===== config.mk =====
export PLATFORM = sky130hd
export DESIGN_NAME = adpcm_pcm_block_decoder_unit
export DESIGN_NICKNAME = d
export VERILOG_FILES = /design/src/hdl/apbd_pkg.sv /design/src/hdl/apbd_cfg_regs.sv /design/src/hdl/apbd_sample_calc.sv /design/src/hdl/adpcm_pcm_block_decoder_unit.sv
export SDC_FILE = /design/constraint.sdc
export NUM_CORES = 2
export LEC_CHECK = 0
export ABC_CLOCK_PERIOD_IN_PS = 13000
export BUFFER_PORTS_ARGS = -buffer_cell sky130_fd_sc_hd__buf_2
export CAP_MARGIN = 20
export CORE_ASPECT_RATIO = 2
export CORE_MARGIN = 2
export CORE_UTILIZATION = 50
export CTS_BUF_LIST = sky130_fd_sc_hd__clkbuf_8
export CTS_CLUSTER_DIAMETER = 100
export DETAILED_ROUTE_END_ITERATION = 16
export PLACE_DENSITY = 0.66
export SKIP_CTS_REPAIR_TIMING = 1
export SYNTH_ARGS = -nofsm -noshare
export SYNTH_HDL_FRONTEND = slang
export SYNTH_SLANG_ARGS = --single-unit

===== constraint.sdc =====
create_clock -name clk_i -period 13 [get_ports clk_i]
set_clock_uncertainty 0.2 [all_clocks]
set_input_delay 1.3 -clock clk_i [delete_from_list [all_inputs] [get_ports clk_i]]
set_output_delay 1.3 -clock clk_i [all_outputs]
set_load 0.01 [all_outputs]

===== src/hdl/apbd_pkg.sv =====
// Shared types and constants for the PCM / 4-bit ADPCM block decoder.
package apbd_pkg;

  localparam int SAMPLES_PER_FRAME = 14;
  localparam int FPOS_W = $clog2(SAMPLES_PER_FRAME);
  localparam logic [FPOS_W-1:0] FPOS_LAST = FPOS_W'(SAMPLES_PER_FRAME - 1);

  localparam int CFG_IDX_W = 3;
  localparam int CFG_DATA_W = 64;
  localparam int COEFF_BANKS = 4;
  localparam int COEFFS_PER_BANK = 4;

  // Prediction arithmetic
  localparam int FRAC_BITS = 11;
  localparam int SUM_W = 34;
  localparam logic signed [SUM_W-1:0] ROUND_ADD = SUM_W'(1024);
  localparam logic signed [SUM_W-1:0] SAT_HI = SUM_W'(32767);
  localparam logic signed [SUM_W-1:0] SAT_LO = -SUM_W'(32768);

  typedef enum logic [1:0] {
    FMT_PCM8  = 2'd0,
    FMT_PCM16 = 2'd1,
    FMT_ADPCM = 2'd2
  } fmt_e;

  typedef enum logic [CFG_IDX_W-1:0] {
    REG_FORMAT      = 3'd0,
    REG_COEFF_BANK0 = 3'd1,
    REG_COEFF_BANK1 = 3'd2,
    REG_COEFF_BANK2 = 3'd3,
    REG_COEFF_BANK3 = 3'd4,
    REG_INIT_PREV   = 3'd5,
    REG_INIT_PREV2  = 3'd6
  } cfg_idx_e;

  typedef logic [COEFF_BANKS-1:0][COEFFS_PER_BANK-1:0][15:0] coeff_tab_t;

  typedef struct packed {
    logic [1:0]         fmt;
    coeff_tab_t         coeff;
    logic signed [15:0] init_prev;
    logic signed [15:0] init_prev2;
  } apbd_cfg_t;

  typedef struct packed {
    logic [7:0]  data_byte;
    logic        block_start;
    logic [15:0] sample_count;
  } apbd_in_t;

  typedef struct packed {
    logic signed [15:0] sample;
    logic               last_of_block;
  } apbd_out_t;

endpackage


===== src/hdl/apbd_cfg_regs.sv =====
// Configuration register file: format, predictor coefficient banks, start history.
module apbd_cfg_regs
  import apbd_pkg::*;
(
  input  logic                  clk_i,
  input  logic                  rst_ni,
  input  logic                  cfg_we_i,
  input  logic [CFG_IDX_W-1:0]  cfg_idx_i,
  input  logic [CFG_DATA_W-1:0] cfg_wdata_i,
  output apbd_cfg_t             cfg_o
);

  apbd_cfg_t cfg_q;

  always_ff @(posedge clk_i or negedge rst_ni) begin
    if (!rst_ni) begin
      cfg_q <= '0;
    end else if (cfg_we_i) begin
      case (cfg_idx_i)
        REG_FORMAT:      cfg_q.fmt <= cfg_wdata_i[1:0];
        REG_COEFF_BANK0: cfg_q.coeff[0] <= cfg_wdata_i;
        REG_COEFF_BANK1: cfg_q.coeff[1] <= cfg_wdata_i;
        REG_COEFF_BANK2: cfg_q.coeff[2] <= cfg_wdata_i;
        REG_COEFF_BANK3: cfg_q.coeff[3] <= cfg_wdata_i;
        REG_INIT_PREV:   cfg_q.init_prev <= cfg_wdata_i[15:0];
        REG_INIT_PREV2:  cfg_q.init_prev2 <= cfg_wdata_i[15:0];
        default: ;
      endcase
    end
  end

  assign cfg_o = cfg_q;

endmodule


===== src/hdl/apbd_sample_calc.sv =====
// One ADPCM sample: scaled nibble plus two-tap prediction, rounded and saturated.
module apbd_sample_calc
  import apbd_pkg::*;
(
  input  logic [7:0]         header_i,
  input  logic [3:0]         nibble_i,
  input  logic signed [15:0] prev_i,
  input  logic signed [15:0] prev2_i,
  input  coeff_tab_t         coeff_i,
  output logic signed [15:0] sample_o
);

  logic [3:0]            pred;
  logic [3:0]            shift;
  logic [3:0]            idx0;
  logic [3:0]            idx1;
  logic signed [15:0]    c0;
  logic signed [15:0]    c1;
  logic signed [15:0]    scale;
  logic signed [19:0]    scaled;
  logic signed [31:0]    p0;
  logic signed [31:0]    p1;
  logic signed [SUM_W-1:0] term;
  logic signed [SUM_W-1:0] sum;
  logic signed [SUM_W-1:0] q;

  always_comb begin
    pred  = header_i[7:4];
    shift = header_i[3:0];
    // 2*pred and 2*pred+1, clamped to the last coefficient
    idx0  = pred[3] ? 4'hf : {pred[2:0], 1'b0};
    idx1  = pred[3] ? 4'hf : {pred[2:0], 1'b1};
    c0    = coeff_i[idx0[3:2]][idx0[1:0]];
    c1    = coeff_i[idx1[3:2]][idx1[1:0]];
    // shift of 15 wraps to -32768
    scale  = 16'(16'd1 << shift);
    scaled = scale * $signed(nibble_i);
    p0     = c0 * prev_i;
    p1     = c1 * prev2_i;
    term   = {{(SUM_W-20){scaled[19]}}, scaled};
    sum    = (term <<< FRAC_BITS)
           + {{(SUM_W-32){p0[31]}}, p0}
           + {{(SUM_W-32){p1[31]}}, p1}
           + ROUND_ADD;
    q      = sum >>> FRAC_BITS;
    if (q > SAT_HI) begin
      sample_o = 16'sh7fff;
    end else if (q < SAT_LO) begin
      sample_o = -16'sh8000;
    end else begin
      sample_o = q[15:0];
    end
  end

endmodule


===== src/hdl/adpcm_pcm_block_decoder_unit.sv =====
// Top level of the PCM8 / PCM16 / 4-bit ADPCM block decoder.
// Raw block bytes enter one item at a time through an input register; a single
// decode step per cycle turns them into signed 16-bit samples held in an output
// register. PCM8 bytes, PCM16 byte pairs and ADPCM frame headers take one decode
// step per byte; an ADPCM data byte takes a decode step per nibble, because the
// low-nibble sample needs the history written by the high-nibble sample through
// the shared prediction unit (two 16x16 multipliers, sum, round, saturate).
// An accepted item waits in the input register until the decode step writes its
// first sample to the output register; the ADPCM low-nibble sample follows in the
// next step. A stalled output holds the decode step and the input register.
module adpcm_pcm_block_decoder_unit
  import apbd_pkg::*;
(
  input  logic                  clk_i,
  input  logic                  rst_ni,
  input  logic                  cfg_we_i,
  input  logic [CFG_IDX_W-1:0]  cfg_idx_i,
  input  logic [CFG_DATA_W-1:0] cfg_wdata_i,
  input  logic                  in_valid_i,
  output logic                  in_stall_o,
  input  apbd_in_t              in_item_i,
  output logic                  out_valid_o,
  input  logic                  out_stall_i,
  output apbd_out_t             out_item_o
);

  apbd_cfg_t cfg;

  apbd_cfg_regs u_cfg (
    .clk_i       (clk_i),
    .rst_ni      (rst_ni),
    .cfg_we_i    (cfg_we_i),
    .cfg_idx_i   (cfg_idx_i),
    .cfg_wdata_i (cfg_wdata_i),
    .cfg_o       (cfg)
  );

  // input register
  logic     in_vld_q, in_vld_d;
  apbd_in_t in_q;
  logic     nib_q, nib_d;

  // decoder state
  logic signed [15:0] prev_q, prev_d;
  logic signed [15:0] prev2_q, prev2_d;
  logic [7:0]         hdr_q, hdr_d;
  logic [FPOS_W-1:0]  fpos_q, fpos_d;
  logic [15:0]        remain_q, remain_d;
  logic [7:0]         held_q, held_d;
  logic               phase_q, phase_d;

  // output register
  logic      out_vld_q, out_vld_d;
  apbd_out_t out_q, out_d;

  logic               out_free;
  logic               step;
  logic               done;
  logic               emit;
  logic               reload;
  logic signed [15:0] emit_sample;
  logic [15:0]        remain_dec;
  logic [FPOS_W-1:0]  fpos_inc;
  logic [3:0]         nibble;
  logic signed [15:0] calc_sample;
  logic signed [15:0] prev_cur;
  logic signed [15:0] prev2_cur;

  assign out_free = !out_vld_q || !out_stall_i;
  assign step     = in_vld_q && out_free;
  assign reload   = !nib_q && in_q.block_start;
  assign nibble   = nib_q ? in_q.data_byte[3:0] : in_q.data_byte[7:4];

  // history as it stands before this step's sample
  assign prev_cur  = reload ? cfg.init_prev  : prev_q;
  assign prev2_cur = reload ? cfg.init_prev2 : prev2_q;

  apbd_sample_calc u_calc (
    .header_i (hdr_q),
    .nibble_i (nibble),
    .prev_i   (prev_cur),
    .prev2_i  (prev2_cur),
    .coeff_i  (cfg.coeff),
    .sample_o (calc_sample)
  );

  always_comb begin
    // block start reloads history and counters before the byte is used
    prev_d   = prev_cur;
    prev2_d  = prev2_cur;
    fpos_d   = reload ? '0 : fpos_q;
    remain_d = reload ? in_q.sample_count : remain_q;
    held_d   = reload ? '0 : held_q;
    phase_d  = reload ? 1'b0 : phase_q;
    hdr_d    = hdr_q;
    nib_d    = nib_q;
    done     = 1'b1;
    emit     = 1'b0;
    emit_sample = calc_sample;

    if (nib_q) begin
      emit = 1'b1;
    end else if (remain_d != '0) begin
      case (cfg.fmt)
        FMT_PCM8: begin
          emit = 1'b1;
          emit_sample = {{8{in_q.data_byte[7]}}, in_q.data_byte};
        end
        FMT_PCM16: begin
          if (!phase_d) begin
            held_d  = in_q.data_byte;
            phase_d = 1'b1;
          end else begin
            phase_d = 1'b0;
            emit = 1'b1;
            emit_sample = {in_q.data_byte, held_d};
          end
        end
        FMT_ADPCM: begin
          if (!phase_d && fpos_d == '0) begin
            hdr_d   = in_q.data_byte;
            phase_d = 1'b1;
          end else begin
            emit = 1'b1;
          end
        end
        default: ;
      endcase
    end

    remain_dec = remain_d - 16'd1;
    fpos_inc   = (fpos_d == FPOS_LAST) ? '0 : fpos_d + 1'b1;
    out_d      = out_q;

    if (emit) begin
      out_d.sample        = emit_sample;
      out_d.last_of_block = (remain_dec == '0);
      remain_d = remain_dec;
      fpos_d   = fpos_inc;
      if (cfg.fmt == FMT_ADPCM) begin
        prev2_d = prev_d;
        prev_d  = calc_sample;
        // second nibble of this byte still to go
        if (!nib_q && remain_dec != '0) begin
          nib_d = 1'b1;
          done  = 1'b0;
        end else begin
          nib_d = 1'b0;
          if (fpos_inc == '0) begin
            phase_d = 1'b0;
          end
        end
      end
    end

    in_vld_d  = in_vld_q;
    out_vld_d = out_vld_q && out_stall_i;
    if (step) begin
      out_vld_d = emit;
      if (done) begin
        in_vld_d = 1'b0;
      end
    end
    if (in_valid_i && (!in_vld_q || (step && done))) begin
      in_vld_d = 1'b1;
    end
  end

  assign in_stall_o = in_vld_q && !(step && done);

  always_ff @(posedge clk_i or negedge rst_ni) begin
    if (!rst_ni) begin
      in_vld_q  <= 1'b0;
      nib_q     <= 1'b0;
      out_vld_q <= 1'b0;
      prev_q    <= '0;
      prev2_q   <= '0;
      hdr_q     <= '0;
      fpos_q    <= '0;
      remain_q  <= '0;
      held_q    <= '0;
      phase_q   <= 1'b0;
    end else begin
      in_vld_q  <= in_vld_d;
      out_vld_q <= out_vld_d;
      if (step) begin
        nib_q    <= nib_d;
        prev_q   <= prev_d;
        prev2_q  <= prev2_d;
        hdr_q    <= hdr_d;
        fpos_q   <= fpos_d;
        remain_q <= remain_d;
        held_q   <= held_d;
        phase_q  <= phase_d;
      end
    end
  end

  always_ff @(posedge clk_i) begin
    if (in_valid_i && !in_stall_o) begin
      in_q <= in_item_i;
    end
    if (step && emit) begin
      out_q <= out_d;
    end
  end

  assign out_valid_o = out_vld_q;
  assign out_item_o  = out_q;

  a_nib_has_item: assert property (@(posedge clk_i) disable iff (!rst_ni)
    nib_q |-> in_vld_q && remain_q != '0 && cfg.fmt == FMT_ADPCM)
    else $error("second nibble pending without a live ADPCM item");

  a_fpos_range: assert property (@(posedge clk_i) disable iff (!rst_ni)
    fpos_q <= FPOS_LAST)
    else $error("frame position out of range");

  a_no_overwrite: assert property (@(posedge clk_i) disable iff (!rst_ni)
    step && emit |-> !out_vld_q || !out_stall_i)
    else $error("result written over an untaken result");

  a_last_idle: assert property (@(posedge clk_i) disable iff (!rst_ni)
    out_vld_q && out_q.last_of_block |-> remain_q == '0)
    else $error("last sample shown while block still has samples");

  a_nib_then_done: assert property (@(posedge clk_i) disable iff (!rst_ni)
    nib_q && step |=> !nib_q)
    else $error("second nibble step did not finish the item");

endmodule

==> flow_metrics.env <==
export IMPL_worst_path_max_fanout=15
export IMPL_globalRouteMet1Util_pct=30.5
export IMPL_busiest_layer="met2"
export IMPL_cap_viol_max_count=0
export IMPL_maxSlewViolCount=0
export IMPL_synth_edff_count=42
export IMPL_port_buffers=115
export IMPL_drt_iter0_markers=1843
export IMPL_worstHoldPathType="register to register"
export IMPL_dpl_hpwl_microns=114000
export IMPL_timing_final_setup_violations=0
export IMPL_worst_endpoint_arrival_ps=12760
export IMPL_avgViaCountPerCell=5.74
export IMPL_first_global_vias=36500
export IMPL_synth_ff_type="dfrtp_1"
export IMPL_grt_overflow_total=0
export IMPL_postSynthAreaPerCell_sq_um=9.75
export IMPL_initial_core_util_pct=50.5
export IMPL_grt_pass1_wl_microns=214000
export IMPL_worst_ep_required_time_ps=13440
export IMPL_maximum_clock_frequency_ghz=0.0812
export IMPL_outcome="completed"
export IMPL_global_route_usage_met2_pct=57.9
export IMPL_worst_path_max_delay_cell="fa_1"
export IMPL_mostFrequentLayoutCells="nand2_1 (648), inv_1 (627), fa_1 (583)"
export IMPL_number_of_antenna_violations_at_the_first_check_in_global_routing=10
export IMPL_criticalPathCategory="register to register"
export IMPL_cts_clock_pin_slew_for_the_worst_setup_and_hold_paths_ps=70
export IMPL_detailedRoute_firstPassIterationCount=7
export IMPL_cts_max_level=3
export IMPL_final_period_utilization_pct=94.8
export IMPL_layout_cells_most_common="nand2_1"
export IMPL_die_y_microns=420
export IMPL_grt_setup_unrepaired="no"
export IMPL_cts_num_sinks=404
export IMPL_ys_warn_count=0
export IMPL_die_width_microns=212
export IMPL_die_area_sq_um=89200
export IMPL_setup_tns_ps=0
export IMPL_ctsLongestPathBuffers=3
export IMPL_synth_nets=5408
export IMPL_critPathMostFrequentCell="fa_1"
export IMPL_clockRootBuffer="clkbuf_8"
export IMPL_drc_errors=0
export IMPL_design_area_sq_um=47500
export IMPL_netlist_area_sq_um=43300
export IMPL_drive_gt1_share_pct=16.3
export IMPL_area_added_between_synthesis_and_finish_pct=9.66
export IMPL_met3_usage_pct=6.37
export IMPL_layout_area_seq_sq_um=10300
export IMPL_pin_count_of_the_biggest_net_entering_global_routing=118
export IMPL_postRouteAntennaNets=0
export IMPL_slew_headroom_pct=26.2
export IMPL_coreArea_sq_um=85800
export IMPL_numCtsBuffers=67
export IMPL_filler_instances=7693
export IMPL_wl_microns=141000
export IMPL_placement_rows=152
export IMPL_combined_area_of_the_multi_input_logic_cells_sq_um=30100
export IMPL_wire_per_inst_microns=24.2
export IMPL_min_period_ps=12320
export IMPL_vias=33400
export IMPL_post_detailed_placement_cell_area_sq_um=46000
export IMPL_floorplan_io_pins=116
export IMPL_postSynthCellCount=4445
export IMPL_pin_slew_with_the_least_headroom_to_its_limit_ps=1100
export IMPL_synth_seq_area_share_pct=23.8
export IMPL_grt_use_total_pct=32.8
export IMPL_finalWeightedCongestion=1.01
export IMPL_end_kind="register"
export IMPL_final_nets=5572
export IMPL_ys_ff_latch=404
export IMPL_insertion_delay_ps=750
export IMPL_async_flop_share_pct=89.6
export IMPL_critPathLaunchType="register"
export IMPL_tritoncts_clock_tree="done"
export IMPL_post_synth_num_cell_types=83
export IMPL_timing_final_hold_violations=0
export IMPL_final_hold_worst_slack_ps=285
export IMPL_largest_stage_delay_on_the_critical_path_ps=550
synth_stat cells, drive strengths merged (54+ instances only):
library cell    n  area share, %
inv           610            5.3
nor2          309            2.7
nor2b          66           0.95
xnor2          88            1.8
a21oi         132            1.5
and2           54           0.78
clkbuf        168            1.5
nand2         649            5.6
mux2i          77            1.8
nand3          62           0.72
dfrtp         362             21
fa            583             27
o21ai         156            1.8
mux2          305            7.9
ha            283            8.2
through the flow:
step                      cells  setup slack (ps)  util, %
final                      5818               681     55.4
after floorplan            4445              1350        -
after global routing       5814              16.8     55.4
after global placement     5686               463     53.5
after detailed placement   5689               319     53.6
after CTS                  5805               273     55.2
worst max-delay path, delay by kind of cell (launching register included):
family / cells / cell delay [ps]
adders and majority gates: 13 / 5540
AOI/OAI and AO/OA: 17 / 3200
and+or+nand+nor: 9 / 1580
xor gates and xnor gates: 3 / 680
buffers and inverters: 5 / 550
DFF: 1 / 470
routing by layer:
layer	vias up	share of wire (%)
met4	6	12
met1	16800	31
met2	1223	51
met5	-	0.029
li1	14800	-
met3	581	5.3
registers in the layout (all words and copies together), names as in the netlist:
name / cells
nib_q: 1
held_q: 8
prev_q: 16
u_cfg.cfg_o: 290
fpos_q: 4
in_vld_q: 1
out_item_o: 17
phase_q: 1
hdr_q: 8
out_valid_o: 1
remain_q: 16
in_q: 25
prev2_q: 16
final timing paths:
kind                                   from                to  slack [ps]  depth (start not counted)
worst max-delay path               hdr_q[3]        prev_q[14]         680                         47
min in group asynchronous            rst_ni  u_cfg.cfg_o[256]         430                          1
worst min-delay path            remain_q[2]       remain_q[2]         280                          2
max in group asynchronous            rst_ni   u_cfg.cfg_o[87]        9340                          4
worst max register to register     hdr_q[3]        prev_q[14]         680                         47
worst min register to register  remain_q[2]       remain_q[2]         280                          2
cell families after synthesis:
family          Yosys count  synth area share, %
simple gates           1321                 13.5
compound gates          554                 8.30
flops                   404                 23.8
mux                     389                 10.1
buf+inv                 799                 6.98
xor+xnor                112                 2.26
fa+ha+maj               866                 35.1
area by class of cell:
class / instances / share of cell area (%)
Clock inverter: 31 / 0.556
Tap cell: 1155 / 3.04
Antenna cell: 7 / 0.0369
Sequential cell: 404 / 21.7
Clock buffer: 85 / 2.46
Multi-Input combinational cell: 3242 / 63.3
Timing Repair Buffer: 284 / 4.03
Inverter: 610 / 4.82
Power is not shown: default switching activity piles up to over one toggle a cycle in this logic, so the estimate is an artifact.
